`src/rtl/assert_macros.svh`:
```
// assertion helpers included by sd_card_init_sequencer
`ifndef ASSERT_MACROS_SVH
`define ASSERT_MACROS_SVH

// checked at every rising clock edge, reset included
`define ASSERT_ALWAYS(label, prop, msg) \
  label: assert property (@(posedge clk) prop) else $error(msg);

// checked outside reset only
`define ASSERT_RUN(label, prop, msg) \
  label: assert property (@(posedge clk) disable iff (rst) prop) else $error(msg);

`endif

```
`src/rtl/sdi_pkg.sv`:
```
`timescale 1ns / 1ps
// ----------------------------------------------------------------------------
// sdi_pkg
// Types and constants shared by the sd card init sequencer modules.
// ----------------------------------------------------------------------------
package sdi_pkg;

  typedef enum logic [3:0] {
    PH_IDLE   = 4'd0,
    PH_CMD0   = 4'd1,
    PH_CMD8   = 4'd2,
    PH_APP55  = 4'd3,
    PH_ACMD41 = 4'd4,
    PH_CMD2   = 4'd5,
    PH_CMD3   = 4'd6,
    PH_CMD9   = 4'd7,
    PH_CMD7   = 4'd8,
    PH_CMD16  = 4'd9,
    PH_BUS55  = 4'd10,
    PH_ACMD6  = 4'd11
  } phase_t;

  typedef enum logic [1:0] {
    CFG_IDLE_LIMIT  = 2'd0,
    CFG_READY_LIMIT = 2'd1
  } cfg_reg_t;

  localparam logic [0:0] CMD_START    = 1'b0;

  localparam logic [5:0] SD_CMD0      = 6'd0;
  localparam logic [5:0] SD_CMD2      = 6'd2;
  localparam logic [5:0] SD_CMD3      = 6'd3;
  localparam logic [5:0] SD_ACMD6     = 6'd6;
  localparam logic [5:0] SD_CMD7      = 6'd7;
  localparam logic [5:0] SD_CMD8      = 6'd8;
  localparam logic [5:0] SD_CMD9      = 6'd9;
  localparam logic [5:0] SD_CMD16     = 6'd16;
  localparam logic [5:0] SD_ACMD41    = 6'd41;
  localparam logic [5:0] SD_CMD55     = 6'd55;

  localparam logic [31:0] CMD8_ARG     = 32'h0000_01AA;
  localparam logic [7:0]  CHECK_PATTERN = 8'hAA;
  localparam logic [31:0] OCR_HCS_ARG  = 32'h40FF_8000;
  localparam logic [31:0] OCR_SDSC_ARG = 32'h00FF_8000;
  localparam logic [31:0] BLOCK_LEN    = 32'd512;
  localparam logic [31:0] BUS_WIDTH_4  = 32'd2;

  localparam logic [9:0]  IDLE_LIMIT_RESET  = 10'd200;
  localparam logic [11:0] READY_LIMIT_RESET = 12'd1300;

  typedef struct packed {
    logic        cmd;
    logic [31:0] resp_word0;
    logic [31:0] resp_word1;
    logic [31:0] resp_word2;
    logic [31:0] resp_word3;
    logic        card_present;
  } item_t;

  typedef struct packed {
    logic        issue_command;
    logic [5:0]  command_index;
    logic        send_init_clocks;
    logic        response_expected;
    logic        long_response;
    logic        check_crc;
    logic [31:0] argument;
    logic        finished;
    logic        succeeded;
    logic [31:0] capacity_sectors;
    logic        block_addressed;
  } result_t;

  typedef struct packed {
    logic [9:0]  idle_limit;
    logic [11:0] ready_limit;
  } limits_t;

endpackage

```
`src/rtl/sd_card_init_sequencer.sv`:
```
`timescale 1ns / 1ps
// ----------------------------------------------------------------------------
// sd_card_init_sequencer
// SD card bring-up sequencer: start and response transfers in, commands out.
// ----------------------------------------------------------------------------
// Usage:
//   s_axis carries one transfer per event: tuser 0 starts the sequence, tuser 1
//   reports the response of the command last issued (short response in
//   word 0, a long response in words 0 to 3) together with card presence.
//   m_axis returns at most one transfer per input: tuser 1 names the next
//   command to send, tuser 0 reports the end of the sequence with the
//   outcome, capacity in sectors and addressing mode. A response that
//   arrives while the sequence is idle produces no output transfer.
//   cfg writes the retry limits (index 0 idle retries, index 1 ready polls);
//   write them only while no transfer is in flight.
// Timing:
//   an input transfer is held in the input register and stepped into the
//   result register, from which its output is presented. One transfer per
//   cycle is accepted while m_axis does not stall; the step logic between
//   the two registers is combinational.
// Reset clears the sequence to idle, empties both registers and restores
// the limits to 200 and 1300. When m_axis stalls, the result register holds
// and the input register takes one more transfer before s_axis_tready drops.
// ----------------------------------------------------------------------------
`include "assert_macros.svh"

module sd_card_init_sequencer (
  input  logic         clk,
  input  logic         rst,
  input  logic         s_axis_tvalid,
  output logic         s_axis_tready,
  // [31:0] resp_word0, [63:32] resp_word1, [95:64] resp_word2,
  // [127:96] resp_word3, [128] card_present, [135:129] zero
  input  logic [135:0] s_axis_tdata,
  // [0] cmd
  input  logic         s_axis_tuser,
  output logic         m_axis_tvalid,
  input  logic         m_axis_tready,
  // [5:0] command_index, [6] send_init_clocks, [7] response_expected,
  // [8] long_response, [9] check_crc, [41:10] argument, [42] finished,
  // [43] succeeded, [75:44] capacity_sectors, [76] block_addressed, [79:77] zero
  output logic [79:0]  m_axis_tdata,
  // [0] issue_command
  output logic         m_axis_tuser,
  input  logic         cfg_valid,
  output logic         cfg_ready,
  input  logic [1:0]   cfg_index,
  input  logic [11:0]  cfg_data
);

  logic              in_valid;
  sdi_pkg::item_t    in_item;
  logic              out_valid;
  sdi_pkg::result_t  out_res;
  sdi_pkg::limits_t  limits;
  sdi_pkg::result_t  step_res;
  logic              step_has_result;
  logic              advance;
  logic              fire;
  logic              s_xfer;
  logic              end_fail;
  logic              out_stall;

  assign advance       = !out_valid || m_axis_tready;
  assign fire          = in_valid && advance;
  assign s_axis_tready = !in_valid || advance;
  assign s_xfer        = s_axis_tvalid && s_axis_tready;
  assign cfg_ready     = 1'b1;

  always_ff @(posedge clk) begin
    if (rst) begin
      limits.idle_limit  <= sdi_pkg::IDLE_LIMIT_RESET;
      limits.ready_limit <= sdi_pkg::READY_LIMIT_RESET;
    end else if (cfg_valid) begin
      unique case (cfg_index)
        sdi_pkg::CFG_IDLE_LIMIT:  limits.idle_limit  <= cfg_data[9:0];
        sdi_pkg::CFG_READY_LIMIT: limits.ready_limit <= cfg_data;
        default: ;
      endcase
    end
  end

  // input register
  always_ff @(posedge clk) begin
    if (rst) begin
      in_valid <= 1'b0;
    end else if (s_xfer) begin
      in_valid <= 1'b1;
    end else if (advance) begin
      in_valid <= 1'b0;
    end
  end

  always_ff @(posedge clk) begin
    if (s_xfer) begin
      in_item.cmd          <= s_axis_tuser;
      in_item.resp_word0   <= s_axis_tdata[31:0];
      in_item.resp_word1   <= s_axis_tdata[63:32];
      in_item.resp_word2   <= s_axis_tdata[95:64];
      in_item.resp_word3   <= s_axis_tdata[127:96];
      in_item.card_present <= s_axis_tdata[128];
    end
  end

  sdi_seq u_seq (
    .clk        (clk),
    .rst        (rst),
    .fire       (fire),
    .item       (in_item),
    .limits     (limits),
    .result     (step_res),
    .has_result (step_has_result)
  );

  // result register
  always_ff @(posedge clk) begin
    if (rst) begin
      out_valid <= 1'b0;
    end else if (advance) begin
      out_valid <= fire && step_has_result;
    end
  end

  always_ff @(posedge clk) begin
    if (fire) begin
      out_res <= step_res;
    end
  end

  assign m_axis_tvalid = out_valid;
  assign m_axis_tuser  = out_res.issue_command;
  assign m_axis_tdata  = {3'd0, out_res.block_addressed, out_res.capacity_sectors,
                          out_res.succeeded, out_res.finished, out_res.argument,
                          out_res.check_crc, out_res.long_response,
                          out_res.response_expected, out_res.send_init_clocks,
                          out_res.command_index};

  assign end_fail  = m_axis_tvalid && m_axis_tdata[42] && !m_axis_tdata[43];
  assign out_stall = m_axis_tvalid && !m_axis_tready;

  // every output is either a command or an end report
  `ASSERT_ALWAYS(a_cmd_or_end, m_axis_tvalid |-> (m_axis_tuser ^ m_axis_tdata[42]), "bad kind")

  // a failed sequence reports no capacity
  `ASSERT_ALWAYS(a_fail_no_cap, end_fail |-> (m_axis_tdata[76:44] == 33'd0), "capacity on fail")

  // input side only stalls behind a full, blocked pipe
  `ASSERT_RUN(a_stall_cause, !s_axis_tready |-> (in_valid && out_stall), "stall without cause")

endmodule

```
`src/rtl/sdi_csd.sv`:
```
`timescale 1ns / 1ps
// ----------------------------------------------------------------------------
// sdi_csd
// Decodes the card capacity in 512-byte sectors from a CSD register (v1/v2).
// ----------------------------------------------------------------------------
module sdi_csd (
  input  logic [31:0] resp_word1,
  input  logic [31:0] resp_word2,
  input  logic [31:0] resp_word3,
  output logic [31:0] sectors
);

  logic [21:0] v2_size;
  logic [22:0] v2_plus;
  logic [11:0] v1_size;
  logic [12:0] v1_plus;
  logic [3:0]  v1_mult;
  logic [3:0]  v1_bl;
  logic [3:0]  v1_bl_adj;
  logic [4:0]  v1_shift;
  logic [31:0] v2_sectors;
  logic [31:0] v1_sectors;

  always_comb begin
    v2_size = {resp_word2[5:0], resp_word1[31:16]};
    v2_plus = {1'b0, v2_size} + 23'd1;
    // size + 1 reaching 2^22 means 2^32 sectors, saturate
    if (v2_plus[22]) begin
      v2_sectors = 32'hFFFF_FFFF;
    end else begin
      v2_sectors = {v2_plus[21:0], 10'd0};
    end

    v1_size   = {resp_word2[9:0], resp_word1[31:30]};
    v1_plus   = {1'b0, v1_size} + 13'd1;
    v1_mult   = {1'b0, resp_word1[17:15]} + 4'd2;
    v1_bl     = resp_word2[19:16];
    // short block length codes count as 512 bytes
    v1_bl_adj = (v1_bl < 4'd9) ? 4'd0 : (v1_bl - 4'd9);
    v1_shift  = {1'b0, v1_mult} + {1'b0, v1_bl_adj};
    v1_sectors = {19'd0, v1_plus} << v1_shift;

    sectors = resp_word3[30] ? v2_sectors : v1_sectors;
  end

endmodule

```
`src/rtl/sdi_seq.sv`:
```
`timescale 1ns / 1ps
// ----------------------------------------------------------------------------
// sdi_seq
// Init sequence state and the per-response step that picks the next command.
// ----------------------------------------------------------------------------
module sdi_seq (
  input  logic                clk,
  input  logic                rst,
  input  logic                fire,
  input  sdi_pkg::item_t      item,
  input  sdi_pkg::limits_t    limits,
  output sdi_pkg::result_t    result,
  output logic                has_result
);

  sdi_pkg::phase_t phase;
  sdi_pkg::phase_t phase_next;
  logic [11:0]     retry_count;
  logic [11:0]     retry_count_next;
  logic            host_capacity_flag;
  logic            host_capacity_flag_next;
  logic [15:0]     relative_address;
  logic [15:0]     relative_address_next;
  logic            high_capacity;
  logic            high_capacity_next;
  logic [31:0]     capacity;
  logic [31:0]     capacity_next;

  logic [11:0] retry_inc;
  logic        echo_ok;
  logic        idle_retry_left;
  logic        ready_timeout;
  logic        card_ready;
  logic [31:0] rca_arg;
  logic [31:0] new_rca_arg;
  logic [31:0] csd_sectors;

  function automatic sdi_pkg::result_t issue(input logic [5:0] index, input logic resp,
                                             input logic lng, input logic crc,
                                             input logic [31:0] arg, input logic init);
    sdi_pkg::result_t r;
    r = '0;
    r.issue_command     = 1'b1;
    r.command_index     = index;
    r.send_init_clocks  = init;
    r.response_expected = resp;
    r.long_response     = lng;
    r.check_crc         = crc;
    r.argument          = arg;
    return r;
  endfunction

  sdi_csd u_csd (
    .resp_word1 (item.resp_word1),
    .resp_word2 (item.resp_word2),
    .resp_word3 (item.resp_word3),
    .sectors    (csd_sectors)
  );

  assign retry_inc       = retry_count + 12'd1;
  assign echo_ok         = (item.resp_word0[7:0] == sdi_pkg::CHECK_PATTERN);
  assign idle_retry_left = (retry_inc < {2'd0, limits.idle_limit});
  assign ready_timeout   = (retry_inc >= limits.ready_limit);
  assign card_ready      = item.resp_word0[31];
  assign rca_arg         = {relative_address, 16'd0};
  assign new_rca_arg     = {item.resp_word0[31:16], 16'd0};

  // next state
  always_comb begin
    phase_next              = phase;
    retry_count_next        = retry_count;
    host_capacity_flag_next = host_capacity_flag;
    relative_address_next   = relative_address;
    high_capacity_next      = high_capacity;
    capacity_next           = capacity;
    if (item.cmd == sdi_pkg::CMD_START) begin
      retry_count_next        = '0;
      host_capacity_flag_next = 1'b0;
      relative_address_next   = '0;
      high_capacity_next      = 1'b0;
      capacity_next           = '0;
      phase_next = item.card_present ? sdi_pkg::PH_CMD0 : sdi_pkg::PH_IDLE;
    end else if (phase == sdi_pkg::PH_IDLE) begin
      phase_next = sdi_pkg::PH_IDLE;
    end else if (!item.card_present) begin
      capacity_next = '0;
      phase_next    = sdi_pkg::PH_IDLE;
    end else begin
      unique case (phase)
        sdi_pkg::PH_CMD0:  phase_next = sdi_pkg::PH_CMD8;
        sdi_pkg::PH_CMD8: begin
          if (echo_ok) begin
            host_capacity_flag_next = 1'b1;
            retry_count_next        = '0;
            phase_next              = sdi_pkg::PH_APP55;
          end else if (idle_retry_left) begin
            retry_count_next = retry_inc;
            phase_next       = sdi_pkg::PH_CMD0;
          end else begin
            host_capacity_flag_next = 1'b0;
            retry_count_next        = '0;
            phase_next              = sdi_pkg::PH_APP55;
          end
        end
        sdi_pkg::PH_APP55: phase_next = sdi_pkg::PH_ACMD41;
        sdi_pkg::PH_ACMD41: begin
          retry_count_next = retry_inc;
          if (ready_timeout) begin
            capacity_next = '0;
            phase_next    = sdi_pkg::PH_IDLE;
          end else if (card_ready) begin
            high_capacity_next = item.resp_word0[30] & host_capacity_flag;
            phase_next         = sdi_pkg::PH_CMD2;
          end else begin
            phase_next = sdi_pkg::PH_APP55;
          end
        end
        sdi_pkg::PH_CMD2:  phase_next = sdi_pkg::PH_CMD3;
        sdi_pkg::PH_CMD3: begin
          relative_address_next = item.resp_word0[31:16];
          phase_next            = sdi_pkg::PH_CMD9;
        end
        sdi_pkg::PH_CMD9: begin
          capacity_next = csd_sectors;
          phase_next    = sdi_pkg::PH_CMD7;
        end
        sdi_pkg::PH_CMD7:  phase_next = sdi_pkg::PH_CMD16;
        sdi_pkg::PH_CMD16: phase_next = sdi_pkg::PH_BUS55;
        sdi_pkg::PH_BUS55: phase_next = sdi_pkg::PH_ACMD6;
        sdi_pkg::PH_ACMD6: phase_next = sdi_pkg::PH_IDLE;
        default:           phase_next = sdi_pkg::PH_IDLE;
      endcase
    end
  end

  // result for the current response
  always_comb begin
    result     = '0;
    has_result = 1'b1;
    if (item.cmd == sdi_pkg::CMD_START) begin
      if (item.card_present) begin
        result = issue(sdi_pkg::SD_CMD0, 1'b0, 1'b0, 1'b0, '0, 1'b1);
      end else begin
        result.finished = 1'b1;
      end
    end else if (phase == sdi_pkg::PH_IDLE) begin
      has_result = 1'b0;
    end else if (!item.card_present) begin
      result.finished = 1'b1;
    end else begin
      unique case (phase)
        sdi_pkg::PH_CMD0:
          result = issue(sdi_pkg::SD_CMD8, 1'b1, 1'b0, 1'b1, sdi_pkg::CMD8_ARG, 1'b0);
        sdi_pkg::PH_CMD8: begin
          if (!echo_ok && idle_retry_left) begin
            result = issue(sdi_pkg::SD_CMD0, 1'b0, 1'b0, 1'b0, '0, 1'b1);
          end else begin
            result = issue(sdi_pkg::SD_CMD55, 1'b1, 1'b0, 1'b1, rca_arg, 1'b0);
          end
        end
        sdi_pkg::PH_APP55:
          result = issue(sdi_pkg::SD_ACMD41, 1'b1, 1'b0, 1'b0,
                         host_capacity_flag ? sdi_pkg::OCR_HCS_ARG : sdi_pkg::OCR_SDSC_ARG,
                         1'b0);
        sdi_pkg::PH_ACMD41: begin
          if (ready_timeout) begin
            result.finished = 1'b1;
          end else if (card_ready) begin
            result = issue(sdi_pkg::SD_CMD2, 1'b1, 1'b1, 1'b1, '0, 1'b0);
          end else begin
            result = issue(sdi_pkg::SD_CMD55, 1'b1, 1'b0, 1'b1, rca_arg, 1'b0);
          end
        end
        sdi_pkg::PH_CMD2:
          result = issue(sdi_pkg::SD_CMD3, 1'b1, 1'b0, 1'b1, '0, 1'b0);
        sdi_pkg::PH_CMD3:
          result = issue(sdi_pkg::SD_CMD9, 1'b1, 1'b1, 1'b1, new_rca_arg, 1'b0);
        sdi_pkg::PH_CMD9:
          result = issue(sdi_pkg::SD_CMD7, 1'b1, 1'b0, 1'b1, rca_arg, 1'b0);
        sdi_pkg::PH_CMD7:
          result = issue(sdi_pkg::SD_CMD16, 1'b1, 1'b0, 1'b1, sdi_pkg::BLOCK_LEN, 1'b0);
        sdi_pkg::PH_CMD16:
          result = issue(sdi_pkg::SD_CMD55, 1'b1, 1'b0, 1'b1, rca_arg, 1'b0);
        sdi_pkg::PH_BUS55:
          result = issue(sdi_pkg::SD_ACMD6, 1'b1, 1'b0, 1'b1, sdi_pkg::BUS_WIDTH_4, 1'b0);
        sdi_pkg::PH_ACMD6: begin
          result.finished         = 1'b1;
          result.succeeded        = 1'b1;
          result.capacity_sectors = capacity;
          result.block_addressed  = high_capacity;
        end
        default: has_result = 1'b0;
      endcase
    end
  end

  always_ff @(posedge clk) begin
    if (rst) begin
      phase              <= sdi_pkg::PH_IDLE;
      retry_count        <= '0;
      host_capacity_flag <= 1'b0;
      relative_address   <= '0;
      high_capacity      <= 1'b0;
      capacity           <= '0;
    end else if (fire) begin
      phase              <= phase_next;
      retry_count        <= retry_count_next;
      host_capacity_flag <= host_capacity_flag_next;
      relative_address   <= relative_address_next;
      high_capacity      <= high_capacity_next;
      capacity           <= capacity_next;
    end
  end

endmodule

```
`config.mk`:
```
export PLATFORM = sky130hd
export DESIGN_NAME = sd_card_init_sequencer
export DESIGN_NICKNAME = d
export VERILOG_FILES = /design/src/rtl/sdi_pkg.sv /design/src/rtl/sd_card_init_sequencer.sv /design/src/rtl/sdi_csd.sv /design/src/rtl/sdi_seq.sv
export VERILOG_INCLUDE_DIRS = /design/src /design/src/rtl
export SDC_FILE = /design/constraint.sdc
export NUM_CORES = 1
export LEC_CHECK = 0
export ABC_AREA = 1
export ABC_CLOCK_PERIOD_IN_PS = 3600
export BUFFER_PORTS_ARGS = -buffer_cell sky130_fd_sc_hd__clkbuf_2
export CAP_MARGIN = 20
export CORE_MARGIN = 3
export CORE_UTILIZATION = 50
export DETAILED_ROUTE_END_ITERATION = 16
export GPL_TIMING_DRIVEN = 0
export PLACE_DENSITY = 0.77
export SKIP_LAST_GASP = 1
export SLEW_MARGIN = 20
export SYNTH_ARGS = -nofsm -noshare
export SYNTH_HDL_FRONTEND = slang
export SYNTH_SLANG_ARGS = --single-unit
```
`constraint.sdc`:
```
create_clock -name clk -period 3.6 [get_ports clk]
set_clock_uncertainty 0.2 [all_clocks]
set_input_delay 0.18 -clock clk [delete_from_list [all_inputs] [get_ports clk]]
set_output_delay 0.18 -clock clk [all_outputs]
set_load 0.02 [all_outputs]
```
* Word level (Yosys, flattened, before mapping)
Index checks and enable logic that the tools add are counted.
Word-level totals: bits in registers 285, input port bits 156, output and inout bits 84, word-level logic and storage cells 145
Operators by class: add/sub/neg operators 6, magnitude comparators 3, equal/unequal tests 24, shift operators 1, mux-type cells 60, bitwise gates (word level) 3, reduce and logical (&&, ||, !) cells 21
Operator list (number):
- one-hot mux 43 bit (10 select lines) | 1
- two-way mux 32 bit | 6
- two-way mux 78 bit | 2
- two-way mux 77 bit | 2
- two-way mux 43 bit | 3
- one-hot mux 35 bit (3 select lines) | 1
- two-way mux 34 bit | 2
- two-way mux 16 bit | 4
- one-hot mux 32 bit (2 select lines) | 1
- two-way mux 12 bit | 5
- one-hot mux 4 bit (10 select lines) | 1
- << shifter 13 x 5 -> 32 bit | 1
- two-way mux 31 bit | 1
- two-way mux 4 bit | 6
- one-hot mux 12 bit (2 select lines) | 1
- adder 22 x 1 -> 23 bit (second input constant) | 1
- two-way mux 1 bit | 22
- == test 4 x 3 -> 1 bit (second input constant) | 4
- == test 4 bit (second input constant) | 4
- adder 12 x 1 -> 13 bit (second input constant) | 1
- adder 12 x 1 -> 12 bit (second input constant) | 1
- >= comparator 12 bit | 1
- < comparator 12 x 10 -> 1 bit | 1
- AND reduction 4 bit | 3
- other kinds (29) | 43

* Depth between registers and ports, before layout
Gate-level depths: netlist of run 1.
depth in word-level cells 9, gate-level depth with buffers 21, depth with buffers taken out 21

* By module
A second synthesis of run 1 with hierarchy kept.
Unflattened totals: cell total of the unflattened synthesis 1696, area, all modules 15004.4 um^2
Modules (own cells, without submodules):
- sd_card_init_sequencer | times used 1, cells each 356, area each 7285.7 um^2, sequential area each 6726.5 um^2
- sdi_seq | times used 1, cells each 863, area each 5291.3 um^2, sequential area each 1321.3 um^2
- sdi_csd | times used 1, cells each 477, area each 2427.3 um^2, sequential area each 0.0 um^2

* Worst setup path before layout of run 1
No wires, ideal clock.
path kind register to register, from register out_valid (netlist: m_axis_tvalid), to register u_seq.relative_address[14], library setup time 0.117 ns, arrival time 3.205 ns, required time 3.283 ns, path slack 0.078 ns, stages on the path, launching flop included 12, buffers on the path 1, period minus slack after synthesis 3.522 ns, cell sequence dfxtp_1 > nand2_1 > nand2_1 > inv_1 > nand2_1 > a21oi_2 > inv_2 > a21oi_1 > inv_2 > buf_2 > a21oi_1 > nor2_1
Between the ends: cells in the longest elaborated chain, start to end 4
RTL lines:
- from (decl) | line sd_card_init_sequencer.sv:53 | logic out_valid;
- from (signal assigned) | line sd_card_init_sequencer.sv:120 | out_valid <= fire && step_has_result;
- logical NOT 1 bit | line sd_card_init_sequencer.sv:64 | assign advance = !out_valid || m_axis_tready;
- logical OR 1 bit | line sd_card_init_sequencer.sv:64
- logical AND 1 bit | line sd_card_init_sequencer.sv:65 | assign fire = in_valid && advance;
- via fire | line sd_card_init_sequencer.sv:59 | logic fire;
- AND reduction 4 bit (no source line)
- to (signal assigned) | line sdi_seq.sv:209 | relative_address <= relative_address_next;
- to (decl) | line sdi_seq.sv:22 | logic [15:0] relative_address;
The timed path passes the listed nets, and every way through them passes these cells. A chain may end at the register's enable or synchronous reset.

* Worst setup path after layout of run 1
from register, netlist name in_item[49], to register u_seq.capacity[18]
Between the ends: cells in the longest elaborated chain, start to end 9, elaborated cells on any way between the ends 10, classes of those cells add/sub: 2; order compare: 1; shift: 1; mux: 6
RTL lines:
- subtractor 4 bit or < comparator 4 bit (tied branches) | line sdi_csd.sv:39 | v1_bl_adj = (v1_bl < 4'd9) ? 4'd0 : (v1_bl - 4'd9);
- two-way mux 4 bit (*) | line sdi_csd.sv:39
- adder 4 x 4 -> 5 bit (*) | line sdi_csd.sv:40 | v1_shift = {1'b0, v1_mult} + {1'b0, v1_bl_adj};
- << shifter 13 x 5 -> 32 bit (*) | line sdi_csd.sv:41 | v1_sectors = {19'd0, v1_plus} << v1_shift;
- two-way mux 32 bit (*) | line sdi_csd.sv:43 | sectors = resp_word3[30] ? v2_sectors : v1_sectors;
- one-hot mux 32 bit (2 select lines) (*) | line sdi_seq.sv:89 | unique case (phase)
- two-way mux 32 bit (*) | line sdi_seq.sv:85 | end else if (!item.card_present) begin
- two-way mux 32 bit (*) | line sdi_seq.sv:83 | end else if (phase == sdi_pkg::PH_IDLE) begin
- two-way mux 32 bit (*) | line sdi_seq.sv:76 | if (item.cmd == sdi_pkg::CMD_START) begin
- to (signal assigned) | line sdi_seq.sv:211 | capacity <= capacity_next;
- to (decl) | line sdi_seq.sv:26 | logic [31:0] capacity;
Mark *: on every way between the ends. The rest lies on a longest branch, timed or not. The select of a mux whose other input is x is not followed.

==> reports/metrics.sh, run 1 <==
OUTCOME='complete, no violations'
TIMING.MAX_CAP.VIOLATIONS=0
MOST_COMMON_CELL_AFTER_LAYOUT_FILL_AND_TAPS_ASIDE='sky130_fd_sc_hd__nand2_1'
CTS-HTREE-LEVELS=1
PLACED_AREA_UM2=12260
FINAL.MIN_CLOCK_PERIOD_NS=3.487
DIE_HEIGHT_UM=155.0
GRT_PASS1_VIAS=9962
HOLD_DEPTH=6
ROUTED_WIRELENGTH_UM=30870
SETUP_VIOLATION_TOTAL_IN_THE_FINAL_TIMING_REPORT=0
SYN-INSTANCE-COUNT=1350
TOTAL_INTERNAL_POWER_W=0.004518
IO-PIN-COUNT=240
DETAILEDPLACEMENTHPWL_UM=21650
BUFFER_PORTS.INSERTED=146
GRT_OVERFLOW_TOTAL=0
RSZ0062_AT_GRT='true'
NUM_ANTENNA_CELLS=0
HOLD_PATH_END='limits[1]'
GRT_START_MAX_NET_PINS=44
SYNTH.YOSYS.WARNINGS=0
HOLD_VIOL=0
LAYOUT_COMMON_CELLS='sky130_fd_sc_hd__nand2_1 (304), sky130_fd_sc_hd__inv_1 (150), sky130_fd_sc_hd__clkbuf_2 (147)'
WORST-R2R-SETUP-SLACK_NS=0.11
FINAL_MIN_PERIOD_OVER_CLOCK_PERIOD=0.9686
CRITICAL_PATH.SLOWEST_CELL='sky130_fd_sc_hd__fa_2'
CLOCKPOWERSHARE=0.405
TOTAL_SWITCHING_POWER_W=0.001578
ANTENNA_LEFT=0
CTS_BUFFER_DEPTH=3
GRT_ANTENNA_BEFORE_REPAIR=0
CP.REQUIRED_NS=3.83
DETAILEDROUTE.FIRSTPASSITERATIONCOUNT=5
CRITPATHARRIVALTIME_NS=3.72
TIMING.FMAX_MHz=286.8
DIE_WIDTH_UM=155.0
CRITICALPATHCATEGORY='reg -> reg'
LEAKAGE_nW=6.029
DESIGN.DIE.AREA_UM2=24030
REG2REG_FROM='in_item[49]'
CLOCK-SINKS=214
CRITICAL_PATH_CELL_BY_CELL='inv_1 -> ha_1 -> inv_1 -> o21ai_1 -> or2_2 -> ha_1 -> inv_1 -> ha_1 -> inv_1 -> fa_2 -> inv_1 -> buf_6 -> nand4_1 -> a22oi_2 -> nand2_1 -> nand2_1 -> nand2_1 -> a21oi_1'
COMBINED_GLOBAL_ROUTE_UTILIZATION_OF_ALL_METAL_LAYERS=0.2538
FILLERINSTANCES=1733
SETUP_TNS_NS=0
STARTING_DENSITY_OF_THE_CORE=0.5184
SYNTH-EDFF-COUNT=124
WORSTSKEWPAIRLATENCY_NS=0.51
ROUTABILITY_CONG=0.9696
SWITCHING_SHARE=0.2588
CRIT_FAMILY='adder cells'
MULTI_INPUT_COMB_AREA_UM2=4690
IRDROPWORSTVDD_V=0.0003771
ROWS=53
CP_MAX_FO=10
CTS-ROOT-BUF='sky130_fd_sc_hd__clkbuf_16'
COUNT_OF_PINS_OVER_THEIR_SLEW_LIMIT=0
WORST_SETUP_PATH_START_KIND='register'
POWER.SHARE.COMBINATIONAL=0.146
ASYNC_RESET_FF_FRAC=0
VIAS_PER_INST=5.295
DOMINANTREGCELLSYNTH='sky130_fd_sc_hd__edfxtp_1'
DETAILROUTE.VIA_COUNT=10140
DELAY_OF_THE_SLOWEST_CELL_ON_THE_WORST_PATH_NS=0.48
CORE-AREA_UM2=21420
WORST_SLEW_PIN_SLEW_NS=0.9327
CRITPATHCAPTURETYPE='register'
TRITONCTS_CLOCK_TREE='built'
NETLIST-CELL-TYPE-COUNT=49
SYNTH-SEQ-AREA-SHARE=0.4976
CP_COMMON_CELL='sky130_fd_sc_hd__inv_1'
SEQCELLAREA_UM2=5528
MIN_FROM='cfg_valid'
SYNTH.AVG_CELL_AREA_UM2=8.225
NETS=1809
NUMCTSBUFFERS=24
FLOW.AREA_GROWTH_FROM_SYNTHESIS_PCT=26.55
FINAL_AREA_UM2=14050
AVGROUTEDWIREPERCELL_UM=16.12
REG2REG_TO='u_seq.capacity[18]'
YOSYS_REGISTER_BITS=214
SUMMED_INSTANCE_AREA_OF_THE_SYNTHESIZED_NETLIST_UM2=11100
DRIVE_GT1_FRAC=0.1848
CRIT_BUF_INV=6
DETAIL_ROUTE.DRC_VIOLATIONS=0
POWER_DENSITY_nW_PER_UM2=433.8
CLKTRANSATPATHREGS_NS=0.06
REG2REG_DEPTH=18
DR.FIRST_ITER.DRC_COUNT=718
SHARE_SEQ_OF_TOTAL_POWER=0.448
HOLD_PATH.CLASS='in -> reg'
FIRST_PASS_GRT_WIRE_LENGTH_UM=49810
MAX-SLEW-MARGIN-REL=0.3734
-- how the worst max path moves through the flow --
stage | start | slack (ns) | endpoint | depth (start not counted)
global placement | m_axis_tvalid | -0.92 | u_seq.relative_address[14] | 11
CTS | in_item[49] | 0.002 | u_seq.capacity[25] | 19
global route | in_item[49] | -0.06 | u_seq.capacity[18] | 19
finish | in_item[49] | 0.11 | u_seq.capacity[18] | 18
floorplan | m_axis_tvalid | 0.08 | u_seq.relative_address[14] | 11
detailed placement | in_item[49] | -0.47 | u_seq.capacity[24] | 17
-- layout make-up --
class,count,area share
buffer,65,0.02707
clock buffer,33,0.05262
clock inverter,11,0.006055
inverter,169,0.04532
multi-input combinational,911,0.3337
sequential,214,0.3934
tap,275,0.02449
timing repair buffer,237,0.1174
-- worst min-delay path, cell delays in order --
cell and delay [ns]:
sky130_fd_sc_hd__clkbuf_2 0.08, sky130_fd_sc_hd__inv_1 0.07, sky130_fd_sc_hd__nor2_1 0.04, sky130_fd_sc_hd__nand2_1 0.19
sky130_fd_sc_hd__o21ai_0 0.11, sky130_fd_sc_hd__a21oi_1 0.11
-- routing by layer --
metal / part of all wire / wire length, µm / vias up / GRT usage
li1: - / - / 4986 / -
met1: 0.42 / 12970 / 4688 / 0.3401
met2: 0.48 / 14750 / 408 / 0.4235
met3: 0.076 / 2331 / 57 / 0.04478
met4: 0.026 / 814 / 0 / 0.07569
met5: 0 / 0 / - / 0
-- power by group through the flow --
stage	Clock [W]	Combinational (W)	Sequential, W
2_1_floorplan	0	0.000471	0.00281
3_3_place_gp	0	0.000740	0.00278
3_5_place_dp	0	0.000747	0.00278
4_1_cts	0.00250	0.000844	0.00273
5_1_grt	0.00263	0.000979	0.00274
6_report	0.00247	0.000891	0.00273
-- flip-flops by register name (all words and copies together) (netlist names), 4 cells and up --
signal / cells
in_item: 58
limits: 22
m_axis_tdata: 65
u_seq.capacity: 32
u_seq.phase: 4
u_seq.relative_address: 16
u_seq.retry_count: 12
-- metrics by stage --
step | hold WS [ns] | utilization | std cells | total power [W] | worst slack (ns)
2_1_floorplan | 0.07887 | - | 1361 | 0.003283 | 0.07761
3_3_place_gp | 0.1563 | 0.5705 | 1782 | 0.003524 | -0.9175
3_5_place_dp | 0.1586 | 0.5725 | 1784 | 0.003529 | -0.4745
4_1_cts | 0.07824 | 0.6533 | 1916 | 0.006074 | 0.002431
5_1_grt | 0.1613 | 0.6561 | 1915 | 0.006347 | -0.05709
6_report | 0.1073 | 0.6561 | 1915 | 0.006096 | 0.1129
-- cells in the mapped netlist, types with 4 or more instances --
cell / instances / share of area
sky130_fd_sc_hd__nand2_1: 305 / 0.10
sky130_fd_sc_hd__inv_1: 154 / 0.052
sky130_fd_sc_hd__nand3_1: 144 / 0.065
sky130_fd_sc_hd__nor2_1: 129 / 0.044
sky130_fd_sc_hd__edfxtp_1: 124 / 0.34
sky130_fd_sc_hd__a21oi_1: 100 / 0.045
sky130_fd_sc_hd__dfxtp_1: 90 / 0.16
sky130_fd_sc_hd__o21ai_0: 58 / 0.026
sky130_fd_sc_hd__clkbuf_1: 33 / 0.011
sky130_fd_sc_hd__ha_1: 30 / 0.034
sky130_fd_sc_hd__nor3_1: 19 / 0.0086
sky130_fd_sc_hd__buf_4: 17 / 0.011
sky130_fd_sc_hd__xor2_1: 16 / 0.013
sky130_fd_sc_hd__inv_2: 13 / 0.0044
sky130_fd_sc_hd__nand4_1: 13 / 0.0073
sky130_fd_sc_hd__a21oi_2: 10 / 0.0079
sky130_fd_sc_hd__o211ai_1: 10 / 0.0068
sky130_fd_sc_hd__buf_2: 9 / 0.0041
sky130_fd_sc_hd__a31oi_1: 6 / 0.0034
sky130_fd_sc_hd__nand2_4: 6 / 0.0061
sky130_fd_sc_hd__nand2_2: 5 / 0.0028
sky130_fd_sc_hd__nand3_2: 5 / 0.0045
sky130_fd_sc_hd__o21ai_1: 5 / 0.0023
sky130_fd_sc_hd__buf_1: 4 / 0.0014
sky130_fd_sc_hd__nor2_2: 4 / 0.0023
sky130_fd_sc_hd__nor2_4: 4 / 0.0041
-- what timing repair did --
action                                  CTS  global route
pin swaps                                 3             4
buffers inserted                          5             0
gates cloned                              0             0
endpoints found under the setup margin   34            49
gates resized for setup                  13            35
hold endpoints to repair                 82             0
hold buffers                             84             0
-- cell families after synthesis --
logic type,count (synthesis),synth area share
xor+xnor,19,0.01499
other cells,2,0.0006763
compound gates,204,0.1030
simple gates,643,0.2572
flops,214,0.4976
mux,1,0.0009014
fa+ha+maj,31,0.03561
buf+inv,236,0.09003
Note: power is estimated with default switching activity, not from simulation.
==> inputs of run 2 (changes only) <==
--- a/config.mk
+++ b/config.mk
@@ -15,6 +15,7 @@
 export DETAILED_ROUTE_END_ITERATION = 16
 export GPL_TIMING_DRIVEN = 0
 export PLACE_DENSITY = 0.77
+export RECOVER_POWER = 100
 export SKIP_LAST_GASP = 1
 export SLEW_MARGIN = 20
 export SYNTH_ARGS = -nofsm -noshare
==> reports/metrics.sh, run 2 (synthesis gave the netlist of run 1 again) <==
ROUTABILITY_CONG=0.9696  # unchanged
DIE_HEIGHT_UM=155.0  # unchanged
PLACED_AREA_UM2=12260  # unchanged
GRT_ANTENNA_BEFORE_REPAIR=0  # unchanged
LAYOUT_COMMON_CELLS='sky130_fd_sc_hd__nand2_1 (306), sky130_fd_sc_hd__inv_1 (154), sky130_fd_sc_hd__nand3_1 (144)'
CP.REQUIRED_NS=3.83  # about the same
CP_COMMON_CELL='sky130_fd_sc_hd__inv_1'
GRT_OVERFLOW_TOTAL=0  # unchanged
GRT_PASS1_VIAS=9962  # unchanged
CTS-ROOT-BUF='sky130_fd_sc_hd__clkbuf_16'
CRIT_FAMILY='adder cells'
FILLERINSTANCES=1790  # +3.3%
WORST-R2R-SETUP-SLACK_NS=0.11  # about the same
WORSTSKEWPAIRLATENCY_NS=0.51  # about the same
IRDROPWORSTVDD_V=0.0003775  # +0.11%
COUNT_OF_PINS_OVER_THEIR_SLEW_LIMIT=0  # unchanged
DP_WORST_SETUP_SLACK_NS=-0.4745  # unchanged
WORST_SETUP_PATH_START_KIND='register'
DETAILROUTE.VIA_COUNT=10160  # +0.20%
RSZ0062_AT_GRT='true'
IO-PIN-COUNT=240  # unchanged
POST-PLACE-CELLS=1784  # unchanged
FIRST_PASS_GRT_WIRE_LENGTH_UM=49810  # unchanged
CP_MAX_FO=10  # unchanged
NUM_ANTENNA_CELLS=0  # unchanged
POWER_DENSITY_nW_PER_UM2=437.7  # +0.90%
LARGEST_REGISTER_FF_COUNT=65  # unchanged
WORST_SLEW_PIN_SLEW_NS=1.070  # +0.1377 ns
NETS=1809  # unchanged
ROUTED_WIRELENGTH_UM=31040  # +0.55%
NUMCTSBUFFERS=24  # unchanged
FINAL_AREA_UM2=13920  # -0.97%
CTS-HTREE-LEVELS=1  # unchanged
CORE-AREA_UM2=21420  # unchanged
REG2REG_TO='u_seq.capacity[18]'
DELAY_OF_THE_SLOWEST_CELL_ON_THE_WORST_PATH_NS=0.48  # about the same
REG2REG_DEPTH=18  # unchanged
SETUP_TNS_NS=0  # unchanged
ANTENNA_LEFT=0  # unchanged
LEAKAGE_nW=5.797  # -3.9%
CRITICALPATHCATEGORY='reg -> reg'
FINAL_MIN_PERIOD_OVER_CLOCK_PERIOD=0.9698  # +0.001196
SETUP_VIOLATION_TOTAL_IN_THE_FINAL_TIMING_REPORT=0  # unchanged
TIMING.MAX_CAP.VIOLATIONS=0  # unchanged
CTS_BUFFER_DEPTH=3  # unchanged
CRITICAL_PATH.SLOWEST_CELL='sky130_fd_sc_hd__fa_2'
DETAILEDROUTE.FIRSTPASSITERATIONCOUNT=8  # +3
COMBINED_GLOBAL_ROUTE_UTILIZATION_OF_ALL_METAL_LAYERS=0.2538  # unchanged
FLOW.AREA_GROWTH_FROM_SYNTHESIS_PCT=25.32
VIAS_PER_INST=5.305  # +0.20%
TIMING.FMAX_MHz=286.4  # -0.12%
CRITPATHCAPTURETYPE='register'
HOLD_VIOL=0  # unchanged
AVGROUTEDWIREPERCELL_UM=16.21  # +0.55%
ROWS=53  # unchanged
DRIVE_GT1_FRAC=0.1323  # -0.05244
MIN_FROM='cfg_valid'
HOLD_PATH_END='limits[1]'
CLOCK-SINKS=214  # unchanged
REG2REG_FROM='in_item[49]'
HOLD_DEPTH=6  # unchanged
GRT_START_MAX_NET_PINS=44  # unchanged
DR.FIRST_ITER.DRC_COUNT=801  # +12%
BUFFER_PORTS.INSERTED=146  # unchanged
STARTING_DENSITY_OF_THE_CORE=0.5184  # unchanged
DESIGN.DIE.AREA_UM2=24030  # unchanged
DETAILEDPLACEMENTHPWL_UM=21650  # unchanged
MAX-SLEW-MARGIN-REL=0.2864  # -0.08699
NUMBER_OF_STANDARD_CELLS_IN_THE_LAYOUT_TAPS_IN_AND_FILLERS_OUT=1915  # unchanged
CRITICAL_PATH_CELL_BY_CELL='inv_1 -> ha_1 -> inv_1 -> o21ai_1 -> or2_2 -> ha_1 -> inv_1 -> ha_1 -> inv_1 -> fa_2 -> inv_1 -> buf_6 -> nand4_1 -> a22oi_2 -> nand2_1 -> nand2_1 -> nand2_1 -> a21oi_1'
TRITONCTS_CLOCK_TREE='built'
OUTCOME='complete, no violations'
DETAIL_ROUTE.DRC_VIOLATIONS=0  # unchanged
CRITPATHARRIVALTIME_NS=3.72  # about the same
MOST_COMMON_CELL_AFTER_LAYOUT_FILL_AND_TAPS_ASIDE='sky130_fd_sc_hd__nand2_1'
CRIT_BUF_INV=6  # unchanged
DIE_WIDTH_UM=155.0  # unchanged
HOLD_PATH.CLASS='in -> reg'
FINAL_CRITICAL_PATH_SETUP_SLACK_NS=0.1086  # -0.004305 ns
CLKTRANSATPATHREGS_NS=0.06  # about the same
FINAL.MIN_CLOCK_PERIOD_NS=3.491  # +0.004305 ns
run 2: changes by cell type in the layout (fill, tap and decap cells not counted), moves of 2 or more:
cell	delta
sky130_fd_sc_hd__buf_12	-2
sky130_fd_sc_hd__nand2_2	-2
sky130_fd_sc_hd__clkbuf_1	+78
sky130_fd_sc_hd__inv_1	+4
sky130_fd_sc_hd__buf_2	-4
sky130_fd_sc_hd__nand2_1	+2
sky130_fd_sc_hd__clkbuf_2	-72
sky130_fd_sc_hd__inv_2	-5
run 2: routing by layer:
layer  vias to the layer above  wire, µm  track usage
met5                         -         0            0
met4                         0       896      0.07569
met3                        69      2379      0.04478
met2                       438     14640       0.4235
met1                      4663     13120       0.3401
li1                       4989         -            -
run 2: final cells by class:
type | count | area (µm²) | area share
Buffer | 65 | 375.4 | 0.02697
Clock buffer | 33 | 739.5 | 0.05314
Clock inverter | 11 | 85.08 | 0.006114
Inverter | 169 | 636.9 | 0.04577
Multi-Input combinational cell | 911 | 4681 | 0.3364
Sequential cell | 214 | 5528 | 0.3972
Tap cell | 275 | 344.1 | 0.02473
Timing Repair Buffer | 237 | 1526 | 0.1097
run 2: worst max path at each step:
stage / start / to / slack [ns] / cells past startpoint
after floorplan: m_axis_tvalid / u_seq.relative_address[14] / 0.08 / 11
after global placement: m_axis_tvalid / u_seq.relative_address[14] / -0.92 / 11
after detailed placement: in_item[49] / u_seq.capacity[24] / -0.47 / 17
after CTS: in_item[49] / u_seq.capacity[25] / 0.002 / 19
after global routing: in_item[49] / u_seq.capacity[18] / -0.06 / 19
final: in_item[49] / u_seq.capacity[18] / 0.11 / 18
run 2: worst reg2reg max path, cell delays in order, from the launching register on:
cell and delay [ns]:
sky130_fd_sc_hd__edfxtp_1 0.38, sky130_fd_sc_hd__inv_1 0.06, sky130_fd_sc_hd__ha_1 0.21, sky130_fd_sc_hd__inv_1 0.06, sky130_fd_sc_hd__o21ai_1 0.09, sky130_fd_sc_hd__or2_2 0.29
sky130_fd_sc_hd__ha_1 0.27, sky130_fd_sc_hd__inv_1 0.04, sky130_fd_sc_hd__ha_1 0.20, sky130_fd_sc_hd__inv_1 0.07, sky130_fd_sc_hd__fa_2 0.48, sky130_fd_sc_hd__inv_1 0.12
sky130_fd_sc_hd__buf_6 0.15, sky130_fd_sc_hd__nand4_1 0.21, sky130_fd_sc_hd__a22oi_2 0.23, sky130_fd_sc_hd__nand2_1 0.13, sky130_fd_sc_hd__nand2_1 0.07, sky130_fd_sc_hd__nand2_1 0.06
sky130_fd_sc_hd__a21oi_1 0.12
run 2: power by group:
group / switching, W / internal, W / total (W)
sequential: 0.0000515 / 0.00268 / 0.00273
combinational: 0.000565 / 0.000312 / 0.000877
clock: 0.000968 / 0.00151 / 0.00248
total: 0.00158 / 0.00451 / 0.00609
run 2: timing repair:
item / in CTS / in global routing
hold endpoints to repair: 82 / 0
setup buffers: 5 / 0
gates resized for setup: 13 / 35
hold buffers: 84 / 0
pin swaps: 3 / 4
setup endpoints to repair: 34 / 49
run 2: stage by stage:
stage / utilization / hold slack [ns] / total power [W]
finish: 0.6497 / 0.1035 / 0.006091
detailed placement: 0.5725 / 0.1586 / 0.003529
global route: 0.6497 / 0.1614 / 0.006334
CTS: 0.6533 / 0.07824 / 0.006074
floorplan: - / 0.07887 / 0.003283
global placement: 0.5705 / 0.1563 / 0.003524
